`src/xsp_pkg.sv`:
```
// Shared types and constants for the xorshift128+ generator with seed save.
`timescale 1ns / 1ps
`default_nettype none

package xsp_pkg;

   localparam int WORD_W = 64;
   localparam int SEED_W = 32;
   localparam int HALF_W = 32;
   localparam int CNT_W  = $clog2(WORD_W);

   localparam logic [WORD_W-1:0] MULT_A  = 64'h5851_F42D_4C95_7F2D;
   localparam logic [WORD_W-1:0] MULT_B  = 64'h1405_7B7E_F767_814F;
   localparam logic [WORD_W-1:0] WORD_ONE = 64'd1;

   typedef enum logic [1:0] {
      CMD_RAW     = 2'd0,
      CMD_MOD     = 2'd1,
      CMD_SEED    = 2'd2,
      CMD_RESTORE = 2'd3
   } command_type;

   typedef enum logic [2:0] {
      ST_IDLE,
      ST_DIV,
      ST_DIV_DONE,
      ST_MUL,
      ST_MUL_LAST
   } state_type;

   typedef enum logic [1:0] {
      OUT_SUM,
      OUT_ZERO,
      OUT_REM
   } out_sel_type;

   typedef struct packed {
      logic        step;
      logic        div_init;
      logic        div_iter;
      logic        save_seed;
      logic        restore;
      logic        mul_en;
      logic [1:0]  mul_idx;
      logic        acc_en;
      logic [1:0]  acc_idx;
      logic        out_en;
      out_sel_type out_sel;
   } ctrl_cmd_type;

endpackage

`default_nettype wire

```
`src/xsp_ctrl.sv`:
```
// Command sequencer: accepts transactions and steps the datapath through each command.
`timescale 1ns / 1ps
`default_nettype none

module xsp_ctrl (
   input  wire                  clock,
   input  wire                  reset,
   input  wire                  start,
   input  xsp_pkg::command_type req_command,
   input  wire                  mod_ok,
   output logic                 busy,
   output xsp_pkg::ctrl_cmd_type cmd
);
   import xsp_pkg::*;

   state_type        state_ff, state_in;
   logic [CNT_W-1:0] cnt_ff, cnt_in;
   logic             accept;

   localparam logic [CNT_W-1:0] CNT_LAST = CNT_W'(WORD_W - 1);
   localparam logic [CNT_W-1:0] MUL_LAST = CNT_W'(3);

   assign busy   = (state_ff != ST_IDLE);
   assign accept = start && !busy;

   always_ff @(posedge clock) begin
      if (reset) begin
         state_ff <= ST_IDLE;
         cnt_ff   <= '0;
      end else begin
         state_ff <= state_in;
         cnt_ff   <= cnt_in;
      end
   end

   always_comb begin
      state_in = state_ff;
      cnt_in   = cnt_ff;
      case (state_ff)
         ST_IDLE: begin
            cnt_in = '0;
            if (accept) begin
               if (req_command == CMD_MOD && mod_ok) begin
                  state_in = ST_DIV;
               end else if (req_command == CMD_SEED) begin
                  state_in = ST_MUL;
               end
            end
         end
         ST_DIV: begin
            cnt_in = cnt_ff + 1'b1;
            if (cnt_ff == CNT_LAST) begin
               state_in = ST_DIV_DONE;
            end
         end
         ST_DIV_DONE: begin
            state_in = ST_IDLE;
         end
         ST_MUL: begin
            cnt_in = cnt_ff + 1'b1;
            if (cnt_ff == MUL_LAST) begin
               state_in = ST_MUL_LAST;
            end
         end
         ST_MUL_LAST: begin
            state_in = ST_IDLE;
         end
         default: begin
            state_in = ST_IDLE;
         end
      endcase
   end

   always_comb begin
      cmd         = '0;
      cmd.out_sel = OUT_ZERO;
      case (state_ff)
         ST_IDLE: begin
            if (accept) begin
               case (req_command)
                  CMD_RAW: begin
                     cmd.step    = 1'b1;
                     cmd.out_en  = 1'b1;
                     cmd.out_sel = OUT_SUM;
                  end
                  CMD_MOD: begin
                     if (mod_ok) begin
                        cmd.step     = 1'b1;
                        cmd.div_init = 1'b1;
                     end else begin
                        cmd.out_en = 1'b1;
                     end
                  end
                  CMD_SEED: begin
                     cmd.save_seed = 1'b1;
                  end
                  CMD_RESTORE: begin
                     cmd.restore = 1'b1;
                     cmd.out_en  = 1'b1;
                  end
                  default: begin
                     cmd.out_en = 1'b1;
                  end
               endcase
            end
         end
         ST_DIV: begin
            cmd.div_iter = 1'b1;
         end
         ST_DIV_DONE: begin
            cmd.out_en  = 1'b1;
            cmd.out_sel = OUT_REM;
         end
         ST_MUL: begin
            cmd.mul_en  = 1'b1;
            cmd.mul_idx = cnt_ff[1:0];
            cmd.acc_en  = (cnt_ff[1:0] != 2'd0);
            cmd.acc_idx = cnt_ff[1:0] - 2'd1;
         end
         ST_MUL_LAST: begin
            cmd.acc_en  = 1'b1;
            cmd.acc_idx = 2'd3;
            cmd.out_en  = 1'b1;
         end
         default: begin
            cmd.out_en = 1'b0;
         end
      endcase
   end

endmodule

`default_nettype wire

```
`src/xsp_datapath.sv`:
```
// Generator state, saved copy, seeding multiplier, radix-2 divider and result register.
`timescale 1ns / 1ps
`default_nettype none

module xsp_datapath (
   input  wire                          clock,
   input  wire                          reset,
   input  wire  [xsp_pkg::SEED_W-1:0]   req_seed,
   input  wire  signed [xsp_pkg::WORD_W-1:0] req_modulus,
   input  xsp_pkg::ctrl_cmd_type        cmd,
   output logic                         mod_ok,
   output logic                         rsp_valid,
   output logic [xsp_pkg::WORD_W-1:0]   rsp_value
);
   import xsp_pkg::*;

   logic [WORD_W-1:0] gen0_ff, gen0_in, gen1_ff, gen1_in;
   logic [WORD_W-1:0] sav0_ff, sav1_ff;
   logic [SEED_W-1:0] ha_ff, hb_ff;
   logic [WORD_W-1:0] prod_ff;
   logic [WORD_W-1:0] dvd_ff, dvs_ff, rem_ff;
   logic [WORD_W-1:0] value_ff;
   logic              valid_ff;

   logic [WORD_W-1:0] x1, step1, sum;
   logic [HALF_W-1:0] mul_a, mul_b;
   logic [WORD_W-1:0] rem_shift, rem_next;

   assign mod_ok = !req_modulus[WORD_W-1] && (req_modulus != '0);

   assign x1    = gen0_ff ^ (gen0_ff << 23);
   assign step1 = x1 ^ gen1_ff ^ (x1 >> 17) ^ (gen1_ff >> 26);
   assign sum   = step1 + gen1_ff;

   always_comb begin
      case (cmd.mul_idx)
         2'd0: begin
            mul_a = MULT_A[HALF_W-1:0];
            mul_b = ha_ff;
         end
         2'd1: begin
            mul_a = MULT_A[WORD_W-1:HALF_W];
            mul_b = ha_ff;
         end
         2'd2: begin
            mul_a = MULT_B[HALF_W-1:0];
            mul_b = hb_ff;
         end
         default: begin
            mul_a = MULT_B[WORD_W-1:HALF_W];
            mul_b = hb_ff;
         end
      endcase
   end

   assign rem_shift = {rem_ff[WORD_W-2:0], dvd_ff[WORD_W-1]};
   assign rem_next  = (rem_shift >= dvs_ff) ? rem_shift - dvs_ff : rem_shift;

   always_comb begin
      gen0_in = gen0_ff;
      gen1_in = gen1_ff;
      if (cmd.step) begin
         gen0_in = gen1_ff;
         gen1_in = step1;
      end else if (cmd.restore) begin
         gen0_in = sav0_ff;
         gen1_in = sav1_ff;
      end else if (cmd.acc_en) begin
         case (cmd.acc_idx)
            2'd0:    gen0_in = prod_ff + WORD_ONE;
            2'd1:    gen0_in = gen0_ff + {prod_ff[HALF_W-1:0], {HALF_W{1'b0}}};
            2'd2:    gen1_in = prod_ff + WORD_ONE;
            default: gen1_in = gen1_ff + {prod_ff[HALF_W-1:0], {HALF_W{1'b0}}};
         endcase
      end
   end

   always_ff @(posedge clock) begin
      if (reset) begin
         gen0_ff  <= WORD_ONE;
         gen1_ff  <= WORD_ONE;
         sav0_ff  <= WORD_ONE;
         sav1_ff  <= WORD_ONE;
         valid_ff <= 1'b0;
      end else begin
         gen0_ff  <= gen0_in;
         gen1_ff  <= gen1_in;
         valid_ff <= cmd.out_en;
         if (cmd.save_seed) begin
            sav0_ff <= gen0_ff;
            sav1_ff <= gen1_ff;
         end
      end
   end

   always_ff @(posedge clock) begin
      if (cmd.save_seed) begin
         ha_ff <= req_seed ^ (req_seed >> 30);
         hb_ff <= req_seed ^ (req_seed >> 27);
      end
      if (cmd.mul_en) begin
         prod_ff <= {{HALF_W{1'b0}}, mul_a} * {{HALF_W{1'b0}}, mul_b};
      end
      if (cmd.div_init) begin
         dvd_ff <= sum;
         dvs_ff <= req_modulus;
         rem_ff <= '0;
      end else if (cmd.div_iter) begin
         dvd_ff <= dvd_ff << 1;
         rem_ff <= rem_next;
      end
      if (cmd.out_en) begin
         case (cmd.out_sel)
            OUT_SUM:  value_ff <= sum;
            OUT_REM:  value_ff <= rem_ff;
            default:  value_ff <= '0;
         endcase
      end
   end

   assign rsp_valid = valid_ff;
   assign rsp_value = value_ff;

endmodule

`default_nettype wire

```
`src/xorshift_prng_with_seed_save_core.sv`:
```
// Top level of the xorshift128+ generator with seed save and restore.
`timescale 1ns / 1ps
`default_nettype none

// Usage:
//   Issue a transaction by raising start with req_command, req_seed and
//   req_modulus; it is taken at a clock edge where busy is low.
//   Each transaction returns one rsp_value, marked by rsp_valid for exactly
//   one cycle. The receiver cannot stall; it must take the result then.
// Timing per command:
//   Raw step, restore, and modulo with a modulus of zero or less: result in the
//   cycle after acceptance, busy stays low, one transaction per cycle.
//   Modulo with a positive modulus: the result comes from the radix-2 divider,
//   which retires one quotient bit per cycle over all 64 dividend bits; busy
//   stays high through ST_DIV and ST_DIV_DONE until the result is registered.
//   Seed with save: busy is high while the two 64x32 hash products go through
//   one 32x32 multiplier in four ST_MUL passes, ending with ST_MUL_LAST.
// Reset:
//   Synchronous, active high. Both generator words and both saved words
//   return to one; no transaction is in flight afterwards.
module xorshift_prng_with_seed_save_core (
   input  wire                               clock,
   input  wire                               reset,
   input  wire                               start,
   output logic                              busy,
   input  wire  [1:0]                        req_command,
   input  wire  [xsp_pkg::SEED_W-1:0]        req_seed,
   input  wire  signed [xsp_pkg::WORD_W-1:0] req_modulus,
   output logic                              rsp_valid,
   output logic [xsp_pkg::WORD_W-1:0]        rsp_value
);
   import xsp_pkg::*;

   ctrl_cmd_type cmd;
   logic         mod_ok;
   command_type  command;

   assign command = command_type'(req_command);

   xsp_ctrl u_ctrl (
      .clock       (clock),
      .reset       (reset),
      .start       (start),
      .req_command (command),
      .mod_ok      (mod_ok),
      .busy        (busy),
      .cmd         (cmd)
   );

   xsp_datapath u_datapath (
      .clock       (clock),
      .reset       (reset),
      .req_seed    (req_seed),
      .req_modulus (req_modulus),
      .cmd         (cmd),
      .mod_ok      (mod_ok),
      .rsp_valid   (rsp_valid),
      .rsp_value   (rsp_value)
   );

   a_rsp_idle: assert property (@(posedge clock) disable iff (reset)
      rsp_valid |-> !busy)
      else $error("result strobe while a transaction is in progress");

   a_raw_next: assert property (@(posedge clock) disable iff (reset)
      (start && !busy && command == CMD_RAW) |=> rsp_valid)
      else $error("raw step did not return in one cycle");

   a_restore_zero: assert property (@(posedge clock) disable iff (reset)
      (start && !busy && command == CMD_RESTORE) |=> (rsp_valid && rsp_value == '0))
      else $error("restore did not return zero");

   a_busy_cause: assert property (@(posedge clock) disable iff (reset)
      $rose(busy) |-> $past(start))
      else $error("busy rose without an accepted transaction");

endmodule

`default_nettype wire
```
`config.mk`:
```
export PLATFORM = sky130hd
export DESIGN_NAME = xorshift_prng_with_seed_save_core
export DESIGN_NICKNAME = d
export VERILOG_FILES = /design/src/xsp_pkg.sv /design/src/xsp_ctrl.sv /design/src/xsp_datapath.sv /design/src/xorshift_prng_with_seed_save_core.sv
export SDC_FILE = /design/constraint.sdc
export NUM_CORES = 2
export LEC_CHECK = 0
export ABC_AREA = 1
export BUFFER_PORTS_ARGS = -buffer_cell sky130_fd_sc_hd__buf_2
export CELL_PAD_IN_SITES_DETAIL_PLACEMENT = 1
export CELL_PAD_IN_SITES_GLOBAL_PLACEMENT = 2
export CORE_UTILIZATION = 41
export CTS_CLUSTER_SIZE = 40
export DETAILED_ROUTE_END_ITERATION = 8
export PLACE_DENSITY = 0.95
export RECOVER_POWER = 50
export SKIP_CTS_REPAIR_TIMING = 1
export SYNTH_ARGS = -nofsm -noshare
export SYNTH_HDL_FRONTEND = slang
export SYNTH_SLANG_ARGS = --single-unit
```
`constraint.sdc`:
```
create_clock -name clock -period 15.2 [get_ports clock]
set_input_delay 3.04 -clock clock [delete_from_list [all_inputs] [get_ports clock]]
set_output_delay 3.04 -clock clock [all_outputs]
set_load 0.03 [all_outputs]
```
**Word level (Yosys, flattened, before mapping)**

Cells that the tools add are included.

- Register bits after elaboration: 650
- Bits of input ports: 101
- Output and inout port bits: 66

- Add/subtract/negate cells: 7
- $mul: 1
- Order comparisons: 1
- Equal/unequal tests: 19
- Muxes and demuxes: 39
- Bitwise gates (word level): 6
- Reductions and logical operators: 25

Operators by type and width:

| kind | number |
|---|---|
| $mux W64 | 9 |
| $pmux W64 S2 | 3 |
| $add A64 B64 Y64 | 3 |
| $xor A64 B64 Y64 | 2 |
| $pmux W32 S3 | 1 |
| $add A64 B1 Y64 const B | 1 |
| $ge A64 B64 Y1 | 1 |
| $mul A32 B32 Y64 | 1 |
| $reduce_bool A64 Y1 | 1 |
| $sub A64 B64 Y64 | 1 |
| $xor A64 B38 Y64 | 1 |
| $xor A64 B47 Y64 | 1 |
| $mux W32 | 1 |
| $xor A32 B2 Y32 | 1 |
| $xor A32 B5 Y32 | 1 |
| $mux W3 | 7 |
| $pmux W6 S2 | 1 |
| $eq A2 B2 Y1 const B | 5 |
| $mux W2 | 5 |
| $reduce_or A2 Y1 | 5 |
| $pmux W3 S3 | 1 |
| $logic_not A2 Y1 | 4 |
| $add A6 B1 Y6 const B | 1 |
| $eq A2 B1 Y1 const B | 3 |
| 20 further kinds | 38 |

**Depth between registers and ports, before layout**

- Word-level depth: 8
- Depth in mapped cells: 40
- Mapped depth without buffers: 39

**Modules after synthesis**

Synthesis repeated with hierarchy kept, for this count alone.

- Cells, all modules: 9827
- Area total of the unflattened synthesis: 73698.2 um2

By module, submodules not included:

| module | instances | cells an instance | area each (um2) |
|---|---|---|---|
| xsp_datapath | 1 | 9717 | 72992.5 |
| xsp_ctrl | 1 | 110 | 705.7 |

**Least setup slack after synthesis**

Ideal clock, no wire load.

- Path kind: reg2reg
- From: reg u_ctrl.state_ff[0]
- To: reg u_datapath.prod_ff[35] (data pin)
- Library setup time: 0.259 ns
- Arrival time: 8.029 ns
- Setup slack: 6.912 ns
- Cell stages (with the launch flop): 34
- Cells stage by stage: dfxtp_1 inv_1 nor2_4 nand2_2 nor2_2 inv_1 clkbuf_1 buf_1 ha_1 clkbuf_1 buf_1 nand2_1 fa_1 inv_1 fa_1 fa_1 inv_1 fa_1 inv_1 fa_1 inv_1 fa_1 inv_1 fa_1 fa_1 ha_1 nand2_1 nor2_1 inv_1 nor3_1 a21oi_1 o21ai_0 a21oi_1 xnor2_1

- Longest elaborated chain between the ends: 6
- Elaborated cells between the ends (all ways): 9
- Those cells by class: mul: 1; eq/ne: 3; mux: 3; reduce/logical: 2

RTL lines:

| item | line | source |
|---|---|---|
| start: declaration | xsp_ctrl.sv:16 | `state_type state_ff, state_in;` |
| start signal: assignment | xsp_ctrl.sv:31 | `state_ff <= state_in;` |
| $eq A3 B2 Y1 * | xsp_ctrl.sv:77 | `case (state_ff)` |
| $mux W3 * | xsp_ctrl.sv:77 |  |
| $eq A2 B1 Y1 / $logic_not A2 Y1 (equally long branches) | xsp_datapath.sv:36 | `case (cmd.mul_idx)` |
| $reduce_or A2 Y1 (no source line) | - |  |
| $mux W32 | xsp_datapath.sv:36 |  |
| $mul A32 B32 Y64 * | xsp_datapath.sv:102 | `prod_ff <= {{HALF_W{1'b0}}, mul_a} * {{HALF_W{1'b0}}, mul_b};` |
| end signal: assignment | xsp_datapath.sv:102 |  |
| end: declaration | xsp_datapath.sv:20 | `logic [WORD_W-1:0] prod_ff;` |

Mark *: on every way between the ends. The rest lies on a longest branch, timed or not.
A chain may end at the register's enable or synchronous reset.

**Worst setup path after layout**

- From: reg u_ctrl.state_ff[1]
- To: reg u_datapath.prod_ff[44] (data pin)

The elaborated chain is that of the path after synthesis.

==> impl_results.md <==
- Worst-Margin Slew: 4.958 ns
- Hold WC Path Type: flip-flop to flip-flop
- Initial Utilization: 0.4128
- Root buf cell: clkbuf_16
- Io pins: 167
- Setup slack, reg-to-reg: 3.61 ns
- Commonest cells after routing, fill and taps aside: nand2_1 (2565), inv_1 (2094), nor2_1 (1271)
- Seq cells post-synth: 623
- Worst hold path depth: 2
- Max Root-Sink Buffers: 3
- DP HPWL: 297000 um
- GRT Util Overall: 0.3778
- Routed vias/inst: 5.518
- Register area: 15400 um^2
- IO Port Bufs: 166
- Crit Path Category: flip-flop to flip-flop
- GRT overflow: 0
- Post-synth cell types: 56
- Worst skew pair latency: 0.77 ns
- Clock Skew: 0.08075 ns
- Commonest non-fill, non-tap cell in the layout: nand2_1
- Vias: 72180
- Final period util: 0.7627
- Max Slew Vio Count: 554
- Worst R2R End: u_datapath.prod_ff[44]
- Hold_sp: u_datapath.sav1_ff[12]
- Worst-path maximum fanout: 33
- Yosys warnings: 0
- Final setup viols: 0
- # DRC: 0
- DIE HEIGHT: 431.6 um
- Syn Nets: 11970
- P&R area growth vs syn: 7.861%
- Htree depth: 3
- Hold path endpoint: u_datapath.sav1_ff[12]
- Synth Cell Area: 75660 um^2
- DR WL/cell: 27.13 um
- FF-to-FF Start: u_ctrl.state_ff[1]
- Relative slew margins: -2.305
- Clk pin slew, worst setup/hold paths: 0.07 ns
- Achievable Freq: 86.26 MHz
- Worst EP arrival: 11.98 ns
- Hold Vio Cnt, Final: 0
- Global-route wire length before repair: 512400 um
- Clock Sinks: 623
- Gate Count Post-Synth: 10510
- Failing checks: max-capacitance violations, max-slew violations
- Post-Syn Area per Cell: 7.199 um^2
- Core box area: 183300 um^2
- Setup crit end kind: flip-flop
- Max_cap viols: 7
- RSZ-0062 raised after global routing: no
- Startpoint Class: flip-flop
- Die Span X: 431.6 um
- Post-route ant nets: 0
- Share of layout cells above drive strength 1: 0.02949
- TritonCTS buffer count: 83
- TritonCTS clock tree: built
- Multi-input combinational cell area: 51160 um^2
- Die area: 186300 um^2
- Layout fillers: 23310
- Initial antenna violation count: 7
- Vias in the first global route: 76230
- Setup TNS: 0 ns
- Largest net degree at the start of global routing: 147
- Placer Congestion: 1.050
- Crit path time final: 11.59 ns
- Initial drt markers: 6002
- Reg2Reg Depth: 27
- Status: finished with violations
- Worst Path Required: 15.59 ns
- Seq/Total Area, Yosys: 0.2036
- Drt pass-1 iters: 5
- Final wirelength: 355000 um
- Fin nets: 12000
- Row count: 157
layout make-up:
class / instances / area share
flip-flops and latches: 623 / 0.1888
repair buffers: 222 / 0.01325
multi-input cells: 7497 / 0.6269
clock inverters: 49 / 0.008371
diodes: 6 / 0.0001840
inverters: 2115 / 0.09732
well taps: 2464 / 0.03778
clock buffers: 106 / 0.02749
cell families after synthesis:
family,after synthesis,synth area share
AND/OR/NAND/NOR,4603,0.2461
adder cells (fa/ha/maj),1358,0.3048
buffers and inverters,2391,0.1207
XOR/XNOR,352,0.04075
AO/OA/AOI/OAI,1184,0.08409
flip-flops,623,0.2036
worst max-delay path, cell delays in order, from the launching register on:
cell	delay (ns)
dfxtp_1	0.96
nand2_2	0.21
nor2_1	0.57
ha_2	0.94
clkinv_1	0.88
nor2_1	0.51
inv_1	0.18
fa_1	0.49
fa_1	0.51
inv_1	0.06
fa_1	0.50
inv_1	0.07
fa_1	0.53
inv_1	0.05
fa_1	0.48
fa_1	0.57
fa_1	0.43
fa_1	0.44
ha_1	0.45
nand2_1	0.13
nor2_1	0.23
inv_1	0.09
nor2_1	0.16
inv_1	0.12
nor2_1	0.36
nand3_1	0.34
nand3_1	0.27
xor2_1	0.63
worst max-delay path by stage:
stage                       start                     end  slack, ns  cells past startpoint
2_1_floorplan  u_ctrl.state_ff[0]  u_datapath.prod_ff[35]       6.91                     33
3_3_place_gp   u_ctrl.state_ff[1]  u_datapath.prod_ff[44]       4.20                     30
3_5_place_dp   u_ctrl.state_ff[1]  u_datapath.prod_ff[44]       4.04                     27
4_1_cts        u_ctrl.state_ff[1]  u_datapath.prod_ff[44]       3.94                     27
5_1_grt        u_ctrl.state_ff[1]  u_datapath.prod_ff[44]       3.40                     27
6_report       u_ctrl.state_ff[1]  u_datapath.prod_ff[44]       3.61                     27
stage by stage:
stage,cell area [um^2],std cells,setup slack (ns),utilization,hold slack (ns)
final,81610,13080,3.607,0.4453,0.4536
after global routing,81600,13080,3.398,0.4452,0.4768
after CTS,81820,13080,3.938,0.4464,0.4540
after detailed placement,78900,12920,4.042,0.4305,0.4452
after global placement,78900,12920,4.195,0.4305,0.4354
after floorplan,75660,10510,6.912,-,0.4240
Yosys cell counts, drive strengths merged:
master	count	area share
a211oi	3	0.00030
a21boi	9	0.00089
a21o	18	0.0018
a21oi	489	0.033
a22oi	9	0.00089
a31oi	19	0.0016
a32o	13	0.0017
and2	5	0.00041
and3	2	0.00017
buf	105	0.0073
clkbuf	171	0.0085
clkinv	7	0.00035
dfxtp	330	0.087
edfxtp	293	0.12
fa	809	0.21
ha	549	0.091
inv	2108	0.10
nand2	2577	0.13
nand2b	1	0.000083
nand3	493	0.033
nand3b	30	0.0030
nand4	101	0.0084
nor2	1280	0.064
nor3	71	0.0049
nor3b	2	0.00020
nor4	7	0.00058
o2111ai	3	0.00035
o211ai	12	0.0013
o21a	5	0.00050
o21ai	524	0.035
o21bai	44	0.0044
o22ai	34	0.0028
o31ai	2	0.00020
or2	34	0.0028
xnor2	135	0.016
xor2	217	0.025
layer usage:
| metal | vias up | part of all wire | GRT usage |
|---|---|---|---|
| li1 | 32500 | - | - |
| met1 | 36090 | 0.39 | 0.4476 |
| met2 | 2725 | 0.47 | 0.6348 |
| met3 | 876 | 0.064 | 0.05745 |
| met4 | 0 | 0.079 | 0.2491 |
| met5 | - | 0 | 0 |
flip-flops by register name (all words and copies together), names as in the netlist:
signal	count
u_datapath.ha_ff	5
u_ctrl.state_ff	3
u_datapath.prod_ff	64
u_datapath.sav1_ff	64
u_datapath.rsp_valid	1
u_datapath.gen0_ff	64
u_datapath.rem_ff	64
u_datapath.dvs_ff	64
u_datapath.rsp_value	64
u_datapath.sav0_ff	64
u_ctrl.cnt_ff	6
u_datapath.gen1_ff	64
u_datapath.hb_ff	32
u_datapath.dvd_ff	64
Power is left out: the tool's default activity adds up to more than one toggle a clock period on the data nets, which glitch-free logic cannot reach.
